## config.mk

```make
export PLATFORM = sky130hd
export DESIGN_NAME = pipeline_hazard_issue_timer_flat
export DESIGN_NICKNAME = d
export VERILOG_FILES = /design/src/rtl/core/hz_pkg.sv /design/src/rtl/core/hz_if.sv /design/src/rtl/core/hz_front.sv /design/src/rtl/core/hz_queue.sv /design/src/rtl/core/hz_back.sv /design/src/rtl/core/pipeline_hazard_issue_timer.sv /design/src/flat_wrapper.sv
export VERILOG_INCLUDE_DIRS = /design/src /design/src/rtl/core
export SDC_FILE = /design/constraint.sdc
export NUM_CORES = 1
export LEC_CHECK = 0
export BUFFER_PORTS_ARGS = -buffer_cell sky130_fd_sc_hd__buf_4
export CORE_MARGIN = 5
export CORE_UTILIZATION = 50
export DETAILED_ROUTE_END_ITERATION = 8
export PLACE_DENSITY_LB_ADDON = 0.1
export SLEW_MARGIN = 0
export SYNTH_ARGS = -nofsm -noshare
export SYNTH_HDL_FRONTEND = slang
export SYNTH_SLANG_ARGS = --single-unit
```

## constraint.sdc

```tcl
create_clock -name i_clk -period 6.1 [get_ports i_clk]
set_input_delay 1.22 -clock i_clk [delete_from_list [all_inputs] [get_ports i_clk]]
set_output_delay 1.22 -clock i_clk [all_outputs]
set_load 0.03 [all_outputs]
```

## src/rtl/core/assert_macros.svh

```systemverilog
// assertion macros shared by the rtl
`ifndef ASSERT_MACROS_SVH
`define ASSERT_MACROS_SVH

// property checked at every clock edge outside reset
`define ASSERT_ALWAYS(label, clk, rst_n, prop) \
    label: assert property (@(posedge clk) disable iff (!rst_n) (prop)) \
        else $error("assertion failed");

// consequent checked in the cycle after the antecedent
`define ASSERT_NEXT(label, clk, rst_n, ante, cons) \
    label: assert property (@(posedge clk) disable iff (!rst_n) (ante) |=> (cons)) \
        else $error("assertion failed");

`endif

```

## src/rtl/core/hz_pkg.sv

```systemverilog
// shared types and constants of the hazard issue timer
package hz_pkg;

    localparam int TAG_W           = 8;
    localparam int HIST_DEPTH      = 5;
    localparam int DELAY_WIDTH_DEF = 12;
    localparam int ISSUE_W         = 12;
    localparam int TOTAL_W         = 13;
    localparam int ISSUE_MAX       = 4095;
    localparam int STAGES          = 6;
    localparam int QDEPTH          = 2;

    // classified request passed from front to back
    typedef struct packed {
        logic                  start;
        logic [HIST_DEPTH-1:0] hits;   // bit k = match at distance k+1
    } t_hz_req;

endpackage

```

## src/rtl/core/hz_if.sv

```systemverilog
// request and result channel interfaces
interface hz_in_if;
    import hz_pkg::*;

    logic             valid;
    logic             ready;
    logic             start_of_program;
    logic [TAG_W-1:0] dest_reg;
    logic [TAG_W-1:0] src_a_reg;
    logic [TAG_W-1:0] src_b_reg;

    modport source (output valid, output start_of_program, output dest_reg,
                    output src_a_reg, output src_b_reg, input ready);
    modport sink   (input valid, input start_of_program, input dest_reg,
                    input src_a_reg, input src_b_reg, output ready);
endinterface

interface hz_out_if;
    import hz_pkg::*;

    logic               valid;
    logic               ready;
    logic [ISSUE_W-1:0] issue_cycle;
    logic [TOTAL_W-1:0] total_cycles;

    modport source (output valid, output issue_cycle, output total_cycles, input ready);
    modport sink   (input valid, input issue_cycle, input total_cycles, output ready);
endinterface

```

## src/rtl/core/hz_front.sv

```systemverilog
// front end: destination history and hazard classification
module hz_front (
    input  logic            i_clk,
    input  logic            i_rst_n,
    hz_in_if.sink           i_in,
    output hz_pkg::t_hz_req o_req,
    output logic            o_req_valid,
    input  logic            i_req_ready
);
    import hz_pkg::*;

    logic [TAG_W-1:0]      r_dests [HIST_DEPTH];
    logic [HIST_DEPTH-1:0] r_valid;
    logic [HIST_DEPTH-1:0] w_hits;
    logic                  w_accept;

    assign i_in.ready  = i_req_ready;
    assign o_req_valid = i_in.valid;
    assign w_accept    = i_in.valid & i_req_ready;

    always_comb begin
        for (int k = 0; k < HIST_DEPTH; k++) begin
            w_hits[k] = r_valid[k] & ((r_dests[k] == i_in.src_a_reg) |
                                      (r_dests[k] == i_in.src_b_reg));
        end
    end

    assign o_req.start = i_in.start_of_program;
    assign o_req.hits  = w_hits;

    // valid bits: start of program keeps only the new entry
    always_ff @(posedge i_clk) begin
        if (!i_rst_n) begin
            r_valid <= '0;
        end else if (w_accept) begin
            if (i_in.start_of_program) begin
                r_valid <= HIST_DEPTH'(1);
            end else begin
                r_valid <= {r_valid[HIST_DEPTH-2:0], 1'b1};
            end
        end
    end

    always_ff @(posedge i_clk) begin
        if (w_accept) begin
            r_dests[0] <= i_in.dest_reg;
            for (int k = 1; k < HIST_DEPTH; k++) begin
                r_dests[k] <= r_dests[k-1];
            end
        end
    end

endmodule

```

## src/rtl/core/hz_queue.sv

```systemverilog
// short fifo between front and back
`include "assert_macros.svh"
module hz_queue (
    input  logic            i_clk,
    input  logic            i_rst_n,
    input  hz_pkg::t_hz_req i_push_data,
    input  logic            i_push_valid,
    output logic            o_push_ready,
    output hz_pkg::t_hz_req o_pop_data,
    output logic            o_pop_valid,
    input  logic            i_pop_ready
);
    import hz_pkg::*;

    localparam int PW = (QDEPTH > 1) ? $clog2(QDEPTH) : 1;
    localparam int CW = $clog2(QDEPTH + 1);

    t_hz_req         r_mem [QDEPTH];
    logic [PW-1:0]   r_wptr;
    logic [PW-1:0]   r_rptr;
    logic [CW-1:0]   r_count;
    logic [PW-1:0]   n_wptr;
    logic [PW-1:0]   n_rptr;
    logic            w_push;
    logic            w_pop;

    assign o_push_ready = (r_count != CW'(QDEPTH));
    assign o_pop_valid  = (r_count != '0);
    assign o_pop_data   = r_mem[r_rptr];
    assign w_push       = i_push_valid & o_push_ready;
    assign w_pop        = o_pop_valid & i_pop_ready;

    assign n_wptr = (r_wptr == PW'(QDEPTH - 1)) ? '0 : r_wptr + PW'(1);
    assign n_rptr = (r_rptr == PW'(QDEPTH - 1)) ? '0 : r_rptr + PW'(1);

    always_ff @(posedge i_clk) begin
        if (!i_rst_n) begin
            r_wptr  <= '0;
            r_rptr  <= '0;
            r_count <= '0;
        end else begin
            if (w_push) begin
                r_wptr <= n_wptr;
            end
            if (w_pop) begin
                r_rptr <= n_rptr;
            end
            if (w_push && !w_pop) begin
                r_count <= r_count + CW'(1);
            end else if (w_pop && !w_push) begin
                r_count <= r_count - CW'(1);
            end
        end
    end

    always_ff @(posedge i_clk) begin
        if (w_push) begin
            r_mem[r_wptr] <= i_push_data;
        end
    end

    `ASSERT_ALWAYS(a_count_bound, i_clk, i_rst_n, r_count <= CW'(QDEPTH))
    `ASSERT_NEXT(a_count_step, i_clk, i_rst_n, 1'b1, (r_count == $past(r_count)) || (r_count == $past(r_count) + CW'(1)) || (r_count == $past(r_count) - CW'(1)))

endmodule

```

## src/rtl/core/hz_back.sv

```systemverilog
// back end: stall rules, running delay and result register
`include "assert_macros.svh"
module hz_back #(
    parameter int DELAY_WIDTH = hz_pkg::DELAY_WIDTH_DEF
) (
    input  logic            i_clk,
    input  logic            i_rst_n,
    input  logic            i_mode,
    input  hz_pkg::t_hz_req i_req,
    input  logic            i_req_valid,
    output logic            o_req_ready,
    hz_out_if.source        o_out
);
    import hz_pkg::*;

    localparam int CW = (DELAY_WIDTH > ISSUE_W) ? DELAY_WIDTH : ISSUE_W;

    logic [HIST_DEPTH-1:0]  r_flags;
    logic                   r_parity;
    logic [DELAY_WIDTH-1:0] r_delay;
    logic                   r_out_valid;
    logic [ISSUE_W-1:0]     r_issue;
    logic [TOTAL_W-1:0]     r_total;

    logic [HIST_DEPTH-1:0]  n_flags;
    logic                   n_parity;
    logic [DELAY_WIDTH-1:0] n_delay;
    logic [ISSUE_W-1:0]     n_issue;
    logic [1:0]             w_dep;
    logic                   w_p;
    logic [1:0]             w_inc;
    logic [DELAY_WIDTH:0]   w_sum;
    logic [CW-1:0]          w_delay_ext;
    logic [HIST_DEPTH-1:0]  w_h;
    logic                   w_pop;

    assign o_req_ready = !r_out_valid || o_out.ready;
    assign w_pop       = i_req_valid && o_req_ready;
    assign w_h         = i_req.hits;

    always_comb begin
        n_flags  = r_flags;
        n_parity = r_parity;
        w_dep    = 2'd0;
        w_p      = 1'b0;
        w_inc    = 2'd0;
        if (i_mode) begin
            // superscalar rule, distance 5 down to 1
            w_p = ~r_parity;
            if (w_h[4]) begin
                w_p = 1'b1;
            end
            n_flags[4] = w_h[4] & ~|r_flags[4:0];
            n_flags[3] = w_h[3] & ~|r_flags[3:0];
            if (n_flags[3]) begin
                w_dep = {1'b0, w_p};
            end
            n_flags[2] = w_h[2] & ~|r_flags[2:0];
            if (n_flags[2]) begin
                w_dep = 2'd1;
            end
            n_flags[1] = w_h[1] & ~|r_flags[1:0];
            if (n_flags[1]) begin
                w_dep = 2'd1 + {1'b0, w_p};
            end
            n_flags[0] = w_h[0];
            if (w_h[0]) begin
                w_dep = 2'd2;
                w_p   = 1'b1;
            end
            n_parity = w_p;
            w_inc    = w_dep + {1'b0, w_p};
        end else begin
            // pipelined rule, single overlap flag
            if (w_h[1]) begin
                n_flags[0] = ~r_flags[0];
                w_dep      = {1'b0, ~r_flags[0]};
            end else begin
                n_flags[0] = 1'b0;
            end
            if (w_h[0]) begin
                w_dep      = 2'd2;
                n_flags[0] = 1'b1;
            end
            w_inc = w_dep + 2'd1;
        end
        w_sum   = {1'b0, r_delay} + (DELAY_WIDTH+1)'(w_inc);
        n_delay = w_sum[DELAY_WIDTH] ? '1 : w_sum[DELAY_WIDTH-1:0];
        if (i_req.start) begin
            n_flags  = '0;
            n_parity = 1'b1;
            n_delay  = '0;
        end
    end

    assign w_delay_ext = CW'(n_delay);
    assign n_issue     = (w_delay_ext > CW'(ISSUE_MAX)) ? ISSUE_W'(ISSUE_MAX)
                                                       : ISSUE_W'(w_delay_ext);

    always_ff @(posedge i_clk) begin
        if (!i_rst_n) begin
            r_flags     <= '0;
            r_parity    <= 1'b1;
            r_delay     <= '0;
            r_out_valid <= 1'b0;
        end else begin
            if (w_pop) begin
                r_flags     <= n_flags;
                r_parity    <= n_parity;
                r_delay     <= n_delay;
                r_out_valid <= 1'b1;
            end else if (o_out.ready) begin
                r_out_valid <= 1'b0;
            end
        end
    end

    always_ff @(posedge i_clk) begin
        if (w_pop) begin
            r_issue <= n_issue;
            r_total <= TOTAL_W'(n_issue) + TOTAL_W'(STAGES);
        end
    end

    assign o_out.valid        = r_out_valid;
    assign o_out.issue_cycle  = r_issue;
    assign o_out.total_cycles = r_total;

    `ASSERT_NEXT(a_start_clears, i_clk, i_rst_n, w_pop && i_req.start,
                 r_parity && (r_flags == '0) && (r_delay == '0))
    `ASSERT_NEXT(a_delay_grows, i_clk, i_rst_n, w_pop && !i_req.start, r_delay >= $past(r_delay))

endmodule

```

## src/rtl/core/pipeline_hazard_issue_timer.sv

```systemverilog
// top level of the pipeline hazard issue timer
// Times instructions through a six-stage pipeline. Each request carries a
// destination tag, two source tags and a start-of-program mark; each result
// gives the instruction's issue cycle (saturating at 4095) and the total cycle
// count, issue cycle plus six. The front end holds the last five destinations
// and compares both sources against them combinationally; the back end applies
// the pipelined or superscalar stall rule selected by i_cfg_wdata and keeps
// the overlap flags, parity and running delay. A two-entry queue sits between
// them and a result register sits at the output, so a new request is taken
// every cycle while results drain: one instruction per cycle sustained. An
// accepted request passes through the queue entry, then the rule update into
// the result register. The user must write the mode register only while the
// block is idle; the block does not enforce it. DELAY_WIDTH sets the running
// delay width, which saturates at its all-ones value. Reset is synchronous.
module pipeline_hazard_issue_timer #(
    parameter int DELAY_WIDTH = hz_pkg::DELAY_WIDTH_DEF
) (
    input  logic     i_clk,
    input  logic     i_rst_n,
    hz_in_if.sink    i_in,
    hz_out_if.source o_out,
    input  logic     i_cfg_we,
    input  logic     i_cfg_wdata
);
    import hz_pkg::*;

    // superscalar_mode register
    logic    r_mode;

    // classified request between front and queue
    t_hz_req w_front_req;
    logic    w_front_valid;
    logic    w_front_ready;

    // queue head toward the back end
    t_hz_req w_back_req;
    logic    w_back_valid;
    logic    w_back_ready;

    always_ff @(posedge i_clk) begin
        if (!i_rst_n) begin
            r_mode <= 1'b0;
        end else if (i_cfg_we) begin
            r_mode <= i_cfg_wdata;
        end
    end

    // history and tag compares
    hz_front u_front (
        .i_clk       (i_clk),
        .i_rst_n     (i_rst_n),
        .i_in        (i_in),
        .o_req       (w_front_req),
        .o_req_valid (w_front_valid),
        .i_req_ready (w_front_ready)
    );

    // decouples the compare stage from the rule stage
    hz_queue u_queue (
        .i_clk        (i_clk),
        .i_rst_n      (i_rst_n),
        .i_push_data  (w_front_req),
        .i_push_valid (w_front_valid),
        .o_push_ready (w_front_ready),
        .o_pop_data   (w_back_req),
        .o_pop_valid  (w_back_valid),
        .i_pop_ready  (w_back_ready)
    );

    // stall rules, delay accumulation and result register
    hz_back #(
        .DELAY_WIDTH (DELAY_WIDTH)
    ) u_back (
        .i_clk       (i_clk),
        .i_rst_n     (i_rst_n),
        .i_mode      (r_mode),
        .i_req       (w_back_req),
        .i_req_valid (w_back_valid),
        .o_req_ready (w_back_ready),
        .o_out       (o_out)
    );

endmodule

```

## src/flat_wrapper.sv

```systemverilog
// flat-port wrapper written by rule: the top's interface ports become plain ports
module pipeline_hazard_issue_timer_flat import hz_pkg::*;
#(
    parameter int DELAY_WIDTH = hz_pkg::DELAY_WIDTH_DEF
)
  (i_clk, i_rst_n, i_cfg_we, i_cfg_wdata, i_in_valid, i_in_start_of_program, i_in_dest_reg, i_in_src_a_reg, i_in_src_b_reg, i_in_ready, o_out_valid, o_out_issue_cycle, o_out_total_cycles, o_out_ready);
  hz_in_if i_in_i ();
  hz_out_if o_out_i ();
  input  logic i_clk;
  input  logic i_rst_n;
  input  logic i_cfg_we;
  input  logic i_cfg_wdata;
  input wire logic [$bits(i_in_i.valid)-1:0] i_in_valid;
  input wire logic [$bits(i_in_i.start_of_program)-1:0] i_in_start_of_program;
  input wire logic [$bits(i_in_i.dest_reg)-1:0] i_in_dest_reg;
  input wire logic [$bits(i_in_i.src_a_reg)-1:0] i_in_src_a_reg;
  input wire logic [$bits(i_in_i.src_b_reg)-1:0] i_in_src_b_reg;
  output wire logic [$bits(i_in_i.ready)-1:0] i_in_ready;
  output wire logic [$bits(o_out_i.valid)-1:0] o_out_valid;
  output wire logic [$bits(o_out_i.issue_cycle)-1:0] o_out_issue_cycle;
  output wire logic [$bits(o_out_i.total_cycles)-1:0] o_out_total_cycles;
  input wire logic [$bits(o_out_i.ready)-1:0] o_out_ready;
  assign i_in_i.valid = i_in_valid;
  assign i_in_i.start_of_program = i_in_start_of_program;
  assign i_in_i.dest_reg = i_in_dest_reg;
  assign i_in_i.src_a_reg = i_in_src_a_reg;
  assign i_in_i.src_b_reg = i_in_src_b_reg;
  assign i_in_ready = i_in_i.ready;
  assign o_out_valid = o_out_i.valid;
  assign o_out_issue_cycle = o_out_i.issue_cycle;
  assign o_out_total_cycles = o_out_i.total_cycles;
  assign o_out_i.ready = o_out_ready;
  pipeline_hazard_issue_timer #(.DELAY_WIDTH(DELAY_WIDTH)) u_core (.i_clk(i_clk), .i_rst_n(i_rst_n), .i_in(i_in_i), .o_out(o_out_i), .i_cfg_we(i_cfg_we), .i_cfg_wdata(i_cfg_wdata));
endmodule
```

==> metrics.md, run 1 <==
| Metric | Value |
|---|---|
| Status | finished clean |
| FFs w/ async S/R, synth | 0% |
| Post-Syn Area per Cell | 11.5 sq um |
| Synth Warn # | 0 |
| Hold slack | between 400 and 500 ps |
| Achievable Freq | 205 MHz |
| Post-synthesis xor/xnor area fraction | ~15% |
| # setup viols final | 0 |
| Leakage power | ~0.0020 uW |
| ANT nets after route | 0 |
| Crit. End Element | register |
| Adder-Cell Fraction of Synth Area | 1.56% |
| Clock-pin slew on the worst setup and hold paths | ~90 ps |
| Largest net degree at the start of global routing | between 40 and 50 |
| DP Worst Slack | about 1300 ps |
| Final worst slack | 1230 ps |
| FF+latch count, synth | 105 |
| Clock latency on the worst-skew pair | between 300 and 400 ps |
| Wire per inst | about 16 um |
| Hold Fails Final Rpt | 0 |
| Chip height | around 110 um |
| Startpoint Class | register |
| Initial antenna violation count | 0 |
| Placed wire-length estimate | 7.69 mm |
| CTS Hold Bufs | 0 |
| Slowest stage delay, CP | 570 ps |
| Routability cong. | 0.846 |
| Core Box Area | 10300 sq um |
| Syn Inst Count | 459 |
| WS Path Type | register to register |
| Area grow syn2layout | 13.0% |
| Proportion of synthesized area in mux cells | roughly 2.9% |
| Post-layout min period | about 4900 ps |
| Worst-path cell chain | mux2i_1 -> nand2_1 -> nor2_1 -> ha_1 -> nor2_1 -> a21o_1 -> a32o_1 -> fa_1 -> nand3b_1 -> or3_1 -> a21oi_1 -> inv_1 -> ha_1 -> inv_1 -> and4_1 -> mux2_2 |
| First-pass GRT wire length | about 17 mm |
| R2R depth | 16 |
| Synth cell types | 56 |
| Share of cells above drive strength 1 | between 10% and 20% |
| # DRC | 0 |
| Top cell type's share of synthesized area | a little over two fifths |
| Worst hold path type | register to register |
| Worst path slowest cell | or3_1 |
| CTS Buffer Depth | 2 |
| Max Fanout on Critical Path | 8 |
| Routed vias/inst | about 5.3 |
| Count leader, synth | xnor2_1 |
| Worst slew margin | 55.0% |
| TritonCTS Sinks | around 110 |
| # IOs | 58 |
| Fillcell total | 875 |
| Die X-Extent | 113 um |
| Post-Synth Simple-Gate Area | between 10% and 20% |
| 1st-pass router iterations | 6 |
| Initial Utilization | around half |
| Clk_skew | ~11 ps |
| Final net count | 536 |
| Unrepaired setup endpoints after global routing | no |
| H-tree depth | 3 |
| Area contributors post-synth | edfxtp_1 (43%), xnor2_1 (15%), dfxtp_1 (11%), nand2_1 (3.1%), nand4_1 (2.6%) |
| Via count | ~3400 |
| Clock tree from TritonCTS | yes |
| Synth area leader | edfxtp_1 |
| CTS Root Cell | clkbuf_8 |
| GRT Total Usage | between 10% and 20% |
| R2R Setup Slk | approximately 1200 ps |
| Rows | 37 |
| Seq/Total Area, Yosys | 54.1% |
| Port Buf Inserts | 57 |
| Data required, critical path | 6220 ps |
| Power Density | a little under 400 nW/um^2 |
| Maximum vdd ir drop | 0.000194 V |
| Total Wirelength | just over 10 mm |
| Crit path DAT | 4990 ps |
| Max cap viols | 0 |
| Complex-gate fraction of the synthesized area | 8.61% |
| Post-Syn Nets | roughly 500 |
| Starting DRC count in detailed routing | about 180 |
| Mapped cell area | between 5000 and 6000 sq um |
| Vias in the first global route | between 3000 and 4000 |
| Setup TNS | 0 ps |
| Die area | ~13000 sq um |
| Main combinational cell family by area after synthesis | XOR/XNOR gates |
| Num CTS Buffers | 9 |
| PostCTS Resize Cnt | 0 |
| Cells on Worst Hold Path | 2 |
| Postcts setup bufs | 0 |
| Ant. Diodes | 0 |
| Ys flop type | edfxtp_1 |
| Commonest cells in the netlist | xnor2_1 (89), edfxtp_1 (76), nand2_1 (43) |
| Worst-margin pin slew | ~670 ps |
| Gr ovfl total | 0 |
| Final-report max-slew violation count | 0 |
| Post-synth EDFFs | 76 |
| Final Core Density | 57.9% |
| Final worst-path cycle share | 79.8% |
[path summary, 6_finish.rpt]
check / start / to
setup / recovery: register / u_core.u_back.o_out.total_cycles[7]
hold / removal: u_core.u_back.r_delay[0] / u_core.u_back.r_delay[0]
setup reg to reg: register / u_core.u_back.o_out.total_cycles[7]
hold reg to reg: u_core.u_back.r_delay[0] / u_core.u_back.r_delay[0]
[report_power, final]
group	internal (uW)	total [uW]	switching, uW
Combinational	315	798	483
Clock	222	448	226
Sequential	974	1070	98.8
Total	1510	2320	808
[logic make-up after synthesis]
kind of cell	Yosys count
DFF	105
xor gates and xnor gates	92
adders and majority gates	6
buffers and inverters	43
AOI/OAI and AO/OA	60
and+or+nand+nor	138
muxes	15
[per-layer routing]
metal,vias to the layer above,wire (um),GRT usage (%)
met3,22,411,2.83
met1,1590,4170,19.9
met2,71,5430,30.7
li1,1694,-,-
met5,-,0,0
met4,0,289,8.49
[critical path: cells and delay by family, from the launching register on]
kind | cells | cell delay, ps
simple gates | 6 | 1420
flops | 1 | 540
mux | 2 | 900
compound gates | 3 | 670
buf+inv | 2 | 180
fa+ha+maj | 3 | 900
[sequential cells by signal (all words and copies together), names as in the netlist, named ones only]
signal / flops
u_core.u_front.r_dests: 40
u_core.u_back.o_out.issue_cycle: 12
u_core.u_back.o_out.total_cycles: 12
u_core.u_back.r_delay: 12
u_core.u_queue.r_mem: 12
u_core.u_front.r_valid: 5
u_core.u_back.r_flags: 4
u_core.u_queue.r_count: 2
u_core.r_mode: 1
u_core.u_back.o_out.valid: 1
u_core.u_back.r_parity: 1
u_core.u_queue.r_rptr: 1
u_core.u_queue.r_wptr: 1
[cell usage in the layout (no fill, tap or decap), drive strengths merged, types with 6 or more instances in the layout]
cell and n:
nor2b 9, o22ai 6, dfxtp 29, edfxtp 76
nor3 6, xnor2 89, a21boi 15, nand2 43
and2 11, mux2i 11, nand4 24, clkbuf 13
buf 59, a21oi 12, inv 13, nor2 19
[area by class of cell]
type / instances / area [sq um] / share of cell area (%)
clock buffers: 13 / 169 / 2.83
clock inverters: 2 / 37.5 / 0.628
inverters: 13 / 48.8 / 0.816
multi-input cells: 311 / 2250 / 37.6
flip-flops and latches: 105 / 2860 / 47.9
well taps: 136 / 170 / 2.85
repair buffers: 59 / 443 / 7.41
[through the flow]
stage / total power, uW / cell area (sq um) / instances
floorplan: 1650 / 5290 / 459
global placement: 1880 / 5770 / 624
detailed placement: 1900 / 5770 / 624
CTS: 2350 / 5980 / 639
global route: 2460 / 5980 / 639
finish: 2320 / 5980 / 639
Power figures use the tool's default switching activity.
==> run 2, diff against run 1 <==
==> constraint.sdc (replaced) <==
create_clock -name i_clk -period 4 [get_ports i_clk]
set_input_delay 0.8 -clock i_clk [delete_from_list [all_inputs] [get_ports i_clk]]
set_output_delay 0.8 -clock i_clk [all_outputs]
set_load 0.03 [all_outputs]
==> metrics.md, run 2 (synthesized netlist as in run 1, its figures left out) <==
| Metric | Value |
|---|---|
| Rows | 37 (unchanged) |
| Final worst-path cycle share | 101% (was 79.8%) |
| Hold Fails Final Rpt | 0 (unchanged) |
| Maximum vdd ir drop | 0.000398 V (was 0.000194 V) |
| # setup viols final | 3 (was 0) |
| Final-report max-slew violation count | 0 (unchanged) |
| Worst path slowest cell | or3_4 (was or3_1) |
| Unrepaired setup endpoints after global routing | yes (was no) |
| Core Box Area | 10300 sq um (unchanged) |
| Worst-path cell chain | or3_4 -> nor3_4 -> a211oi_2 -> nor2_1 -> ha_2 -> nor2_1 -> a21o_1 -> a32o_2 -> fa_2 -> nand3b_1 -> or3_4 -> a21oi_4 -> inv_2 -> ha_4 -> inv_2 -> and4_4 -> mux2_4 (was mux2i_1 -> nand2_1 -> nor2_1 -> ha_1 -> nor2_1 -> a21o_1 -> a32o_1 -> fa_1 -> nand3b_1 -> or3_1 -> a21oi_1 -> inv_1 -> ha_1 -> inv_1 -> and4_1 -> mux2_2) |
| Largest Register | u_core.u_front.r_dests (unchanged) |
| Status | complete, but fails checks (was finished clean) |
| DP Area | 5980 sq um (was 5770 sq um) |
| Placed cell count | 645 (was 624) |
| Area grow syn2layout | 18.5% (was 13.0%) |
| Max Fanout on Critical Path | 4 (was 8) |
| GRT Total Usage | 17.4% (was 17.2%) |
| Routed vias/inst | 5.30 (was 5.28) |
| CTS Root Cell | clkbuf_8 (unchanged) |
| Worst slew margin | 62.4% (was 55.0%) |
| Commonest non-fill, non-tap cell in the layout | xnor2_1 (unchanged) |
| Die X-Extent | 113 um (unchanged) |
| Setup TNS | -80.2 ps (was 0 ps) |
| Most frequent cells in the layout | xnor2_1 (89), buf_4 (83), edfxtp_1 (76), nand2_1 (43), dfxtp_1 (26) (was xnor2_1 (89), edfxtp_1 (76), buf_4 (59), nand2_1 (43), dfxtp_1 (29)) |
| Finished Layout Cells | 664 (was 639) |
| Data required, critical path | 4140 ps (was 6220 ps) |
| Slowest stage delay, CP | 460 ps (was 570 ps) |
| Startpoint Class | register (unchanged) |
| Clock-pin slew on the worst setup and hold paths | 100 ps (was 90 ps) |
| R2R Setup Slk | -40 ps (was 1230 ps) |
| First-pass GRT wire length | 17.6 mm (was 17.2 mm) |
| Starting DRC count in detailed routing | 181 (was 177) |
| Routability cong. | 0.841 (was 0.846) |
| Wire per inst | 16.0 um (was 16.1 um) |
| Total Wirelength | 10.6 mm (was 10.3 mm) |
| Clock tree from TritonCTS | yes (unchanged) |
| Chip height | 113 um (unchanged) |
| CTS Buffer Depth | 2 (unchanged) |
| Initial antenna violation count | 0 (unchanged) |
| ANT nets after route | 0 (unchanged) |
| Initial Utilization | 51.2% (unchanged) |
| Largest net degree at the start of global routing | 43 (unchanged) |
| Worst-margin pin slew | 562 ps (was 671 ps) |
| Top Family by Delay on Critical Path | simple AND/OR/NAND/NOR gates (unchanged) |
| Clock latency on the worst-skew pair | 380 ps (was 370 ps) |
| Via count | 3517 (was 3377) |
| H-tree depth | 3 (unchanged) |
| Die area | 12700 sq um (unchanged) |
| Final Cell Area | 6260 sq um (was 5980 sq um) |
| Final Core Density | 60.7% (was 57.9%) |
| Placed wire-length estimate | 7.73 mm (was 7.69 mm) |
| Hold slack | 498 ps (was 474 ps) |
| Max FFs per register | 40 (unchanged) |
| Worst hold path type | register to register (unchanged) |
| Achievable Freq | 248 MHz (was 205 MHz) |
| Failing checks | negative setup slack |
| Vias in the first global route | 3554 (was 3504) |
| Final worst slack | -37.9 ps (was 1230 ps) |
| Power Density | 604 nW/um^2 (was 388 nW/um^2) |
| 1st-pass router iterations | 4 (was 6) |
| Ant. Diodes | 0 (unchanged) |
| Leakage power | 0.00213 uW (was 0.00200 uW) |
| Port Buf Inserts | 57 (unchanged) |
| Num CTS Buffers | 9 (unchanged) |
| TritonCTS Sinks | 105 (unchanged) |
| Post-layout min period | 4040 ps (was 4870 ps) |
| # IOs | 58 (unchanged) |
| CP bufs+invs | 2 (unchanged) |
| Crit path DAT | 4170 ps (was 4990 ps) |
| # DRC | 0 (unchanged) |
| Clk_skew | 13.8 ps (was 11.1 ps) |
| WS Path Type | register to register (unchanged) |
| Final net count | 560 (was 536) |
| Max cap viols | 0 (unchanged) |
| Share of cells above drive strength 1 | 25.6% (was 18.1%) |
| Crit. End Element | register (unchanged) |
| Fillcell total | 825 (was 875) |
| Gr ovfl total | 0 (unchanged) |
==> run 2: worst min-delay path, delay by kind of cell (launching register included) <==
kind            cells  cell delay [ps]
compound gates      1               70
flops               1              330
simple gates        1               60
==> run 2: metal layers <==
metal	global-route usage [%]	share of wire, %
met1	24.7	47
met2	27.0	46
met3	3.90	5.5
met4	4.57	1.1
met5	0	0
==> run 2: repair_timing <==
action	4_1_cts	5_1_grt
setup buffers	0	3
hold buffers	0	0
pin swaps	2	15
resized for setup	5	10
setup endpoints to repair	5	6
endpoints found under the hold margin	0	0
==> run 2: final cells by class <==
type                       instances  area, sq um  area share, %
clock buffer                      12          145           2.32
clock inverter                     4         76.3           1.22
inverter                          13         48.8          0.779
multi-input combinational        311         2330           37.2
sequential                       105         2870           45.8
tap                              136          170           2.72
timing repair buffer              83          623           9.95
==> run 2: power breakdown <==
| part | internal, uW | leakage, uW | switching [uW] | total [uW] |
|---|---|---|---|---|
| Sequential | 1490 | 0.000976 | 150 | 1640 |
| Combinational | 611 | 0.00105 | 804 | 1410 |
| Clock | 372 | 0.000107 | 362 | 733 |
==> run 2: path summary, 6_finish.rpt <==
check,startpoint,to,cells after the start
worst min register to register,u_core.u_back.r_delay[1],u_core.u_back.r_delay[1],2
worst max register to register,u_core.u_back.r_flags[1],u_core.u_back.o_out.total_cycles[7],17
worst max-delay path,u_core.u_back.r_flags[1],u_core.u_back.o_out.total_cycles[7],17
worst min-delay path,u_core.u_back.r_delay[1],u_core.u_back.r_delay[1],2
==> run 2: per-stage QoR <==
step / power [uW] / setup WS (ps)
after floorplan: 2580 / 2.89
after global placement: 3000 / -53.9
after detailed placement: 3030 / -182
after CTS: 3770 / 3.60
after global routing: 4000 / -203
final: 3780 / -37.9
==> run 3, diff against run 2 <==
--- a/config.mk
+++ b/config.mk
@@ -7,8 +7,10 @@
 export NUM_CORES = 1
 export LEC_CHECK = 0
 export BUFFER_PORTS_ARGS = -buffer_cell sky130_fd_sc_hd__buf_4
+export CELL_PAD_IN_SITES_DETAIL_PLACEMENT = 0
+export CELL_PAD_IN_SITES_GLOBAL_PLACEMENT = 1
 export CORE_MARGIN = 5
-export CORE_UTILIZATION = 50
+export CORE_UTILIZATION = 43
 export DETAILED_ROUTE_END_ITERATION = 8
 export PLACE_DENSITY_LB_ADDON = 0.1
 export SLEW_MARGIN = 0
==> metrics.md, run 3 (synthesized netlist as in run 1, its figures left out) <==
| Metric | Value |
|---|---|
| Clk_skew | 9.73 ps (was 13.8 ps) |
| GRT Total Usage | 15.8% (was 17.4%) |
| Total Wirelength | 10.8 mm (was 10.6 mm) |
| Crit. End Element | register (unchanged) |
| Final worst-path cycle share | 99.6% (was 101%) |
| First-pass GRT wire length | 17.8 mm (was 17.6 mm) |
| CTS Buffer Depth | 2 (unchanged) |
| Clock latency on the worst-skew pair | 360 ps (was 380 ps) |
| H-tree depth | 3 (unchanged) |
| Starting DRC count in detailed routing | 230 (was 181) |
| Final-report max-slew violation count | 0 (unchanged) |
| # DRC | 0 (unchanged) |
| Vias in the first global route | 3566 (was 3554) |
| Cells on Worst Hold Path | 2 (unchanged) |
| CTS Root Cell | clkbuf_16 (was clkbuf_8) |
| Initial antenna violation count | 0 (unchanged) |
| Achievable Freq | 251 MHz (was 248 MHz) |
| TritonCTS Sinks | 105 (unchanged) |
| Post-layout min period | 3980 ps (was 4040 ps) |
| Share of cells above drive strength 1 | 26.0% (was 25.6%) |
| Max FFs per register | 40 (unchanged) |
| # setup viols final | 0 (was 3) |
| Area grow syn2layout | 19.9% (was 18.5%) |
| ANT nets after route | 0 (unchanged) |
| Pwr Total | 3880 uW (was 3780 uW) |
| Slowest stage delay, CP | 460 ps (about the same) |
| Power Density | 612 nW/um^2 (was 604 nW/um^2) |
| Data required, critical path | 4120 ps (was 4140 ps) |
| Crit path DAT | 4100 ps (was 4170 ps) |
| R2R depth | 16 (was 17) |
| Routed vias/inst | 5.15 (was 5.30) |
| Most frequent cells in the layout | xnor2_1 (89), buf_4 (82), edfxtp_1 (76), nand2_1 (43), dfxtp_1 (26) (was xnor2_1 (89), buf_4 (83), edfxtp_1 (76), nand2_1 (43), dfxtp_1 (26)) |
| Max cap viols | 0 (unchanged) |
| Status | finished clean (was complete, but fails checks) |
| Die X-Extent | 121 um (was 113 um) |
| Wire per inst | 16.0 um (about the same) |
| Clock tree from TritonCTS | yes (unchanged) |
| Num CTS Buffers | 9 (unchanged) |
| Worst hold path type | register to register (unchanged) |
| Max Fanout on Critical Path | 5 (was 4) |
| Commonest non-fill, non-tap cell in the layout | xnor2_1 (unchanged) |
| Worst path slowest cell | or3_4 (unchanged) |
| Worst-path cell chain | or3_4 -> nor3_4 -> a211oi_2 -> nor2_1 -> ha_2 -> nor2_1 -> a21o_1 -> a32o_2 -> fa_2 -> nand3b_1 -> or3_4 -> buf_4 -> o31ai_4 -> nand4_2 -> or4_4 -> xnor2_1 (was or3_4 -> nor3_4 -> a211oi_2 -> nor2_1 -> ha_2 -> nor2_1 -> a21o_1 -> a32o_2 -> fa_2 -> nand3b_1 -> or3_4 -> a21oi_4 -> inv_2 -> ha_4 -> inv_2 -> and4_4 -> mux2_4) |
| Unrepaired setup endpoints after global routing | yes (unchanged) |
| 1st-pass router iterations | 4 (unchanged) |
| Placed wire-length estimate | 7.96 mm (was 7.73 mm) |
| Fillcell total | 1071 (was 825) |
| Die area | 14600 sq um (was 12700 sq um) |
| Rows | 40 (was 37) |
| Via count | 3472 (was 3517) |
| CTS Hold Bufs | 0 (unchanged) |
| Largest Register | u_core.u_front.r_dests (unchanged) |
| Final Core Density | 52.8% (was 60.7%) |
| Maximum vdd ir drop | 0.000397 V (was 0.000398 V) |
| Clock-pin slew on the worst setup and hold paths | 80 ps (was 100 ps) |
| WS Path Type | register to register (unchanged) |
| Ant. Diodes | 0 (unchanged) |
| Hold Fails Final Rpt | 0 (unchanged) |
| Startpoint Class | register (unchanged) |
| Chip height | 121 um (was 113 um) |
| Routability cong. | 0.779 (was 0.841) |
| Core Box Area | 12000 sq um (was 10300 sq um) |
| Leakage power | 0.00217 uW (was 0.00213 uW) |
| Initial Utilization | 44.0% (was 51.2%) |
| Gr ovfl total | 0 (unchanged) |
| Port Buf Inserts | 57 (unchanged) |
| Largest net degree at the start of global routing | 43 (unchanged) |
| Worst slew margin | 59.0% (was 62.4%) |
| Final net count | 559 (was 560) |
| Worst-margin pin slew | 613 ps (was 562 ps) |
| # IOs | 58 (unchanged) |
[run 3: cell types whose count changed in the layout (fill, tap and decap cells not counted), sizes merged]
cell	delta
buf	-1
bufinv	-2
clkbuf	-3
clkinv	+2
clkinvlp	-1
inv	+4
[run 3: final timing paths]
kind              slack [ps]                      from                                    to
setup / recovery          20  u_core.u_back.r_flags[0]  u_core.u_back.o_out.total_cycles[10]
hold reg to reg          490  u_core.u_back.r_delay[0]              u_core.u_back.r_delay[0]
hold / removal           490  u_core.u_back.r_delay[0]              u_core.u_back.r_delay[0]
setup reg to reg          20  u_core.u_back.r_flags[0]  u_core.u_back.o_out.total_cycles[10]
[run 3: layout make-up]
type	instances	area (sq um)	area share, %
well taps	147	184	2.90
inverters	13	48.8	0.770
repair buffers	82	616	9.71
clock buffers	9	225	3.55
clock inverters	7	62.6	0.987
flip-flops and latches	105	2870	45.3
multi-input cells	311	2330	36.8
[run 3: critical path, delay by kind of cell, from the launching register on]
kind	cells	cell delay (ps)
fa+ha+maj	2	540
xor+xnor	1	140
buf+inv	1	180
compound gates	4	560
simple gates	8	2000
flops	1	320
[run 3: stage by stage]
step / hold WS (ps) / instance area (sq um) / instances / setup slack [ps] / setup TNS [ps]
final: 489 / 6340 / 674 / 16.8 / 0
after detailed placement: 477 / 5990 / 656 / -156 / -396
after CTS: 484 / 6290 / 672 / 4.01 / 0
after floorplan: 446 / 5340 / 459 / 2.89 / 0
after global routing: 520 / 6340 / 674 / -207 / -872
after global placement: 463 / 5990 / 656 / -46.3 / -56.9
[run 3: report_power, final]
part	total (uW)	internal, uW	switching, uW
combinational	1380	582	799
clock	867	437	430
sequential	1630	1490	146
[run 3: what timing repair did]
item / 4_1_cts / 5_1_grt
endpoints found under the setup margin: 5 / 6
gates cloned: 0 / 0
setup buffers: 0 / 2
pin swaps: 1 / 13
gates resized for setup: 3 / 13
[run 3: metal layers]
layer | track usage (%) | vias to the layer above | wire (um)
met3 | 4.62 | 10 | 463
li1 | - | 1745 | -
met4 | 4.04 | 0 | 107
met1 | 21.4 | 1652 | 5200
met2 | 24.8 | 65 | 5030
met5 | 0 | - | 0
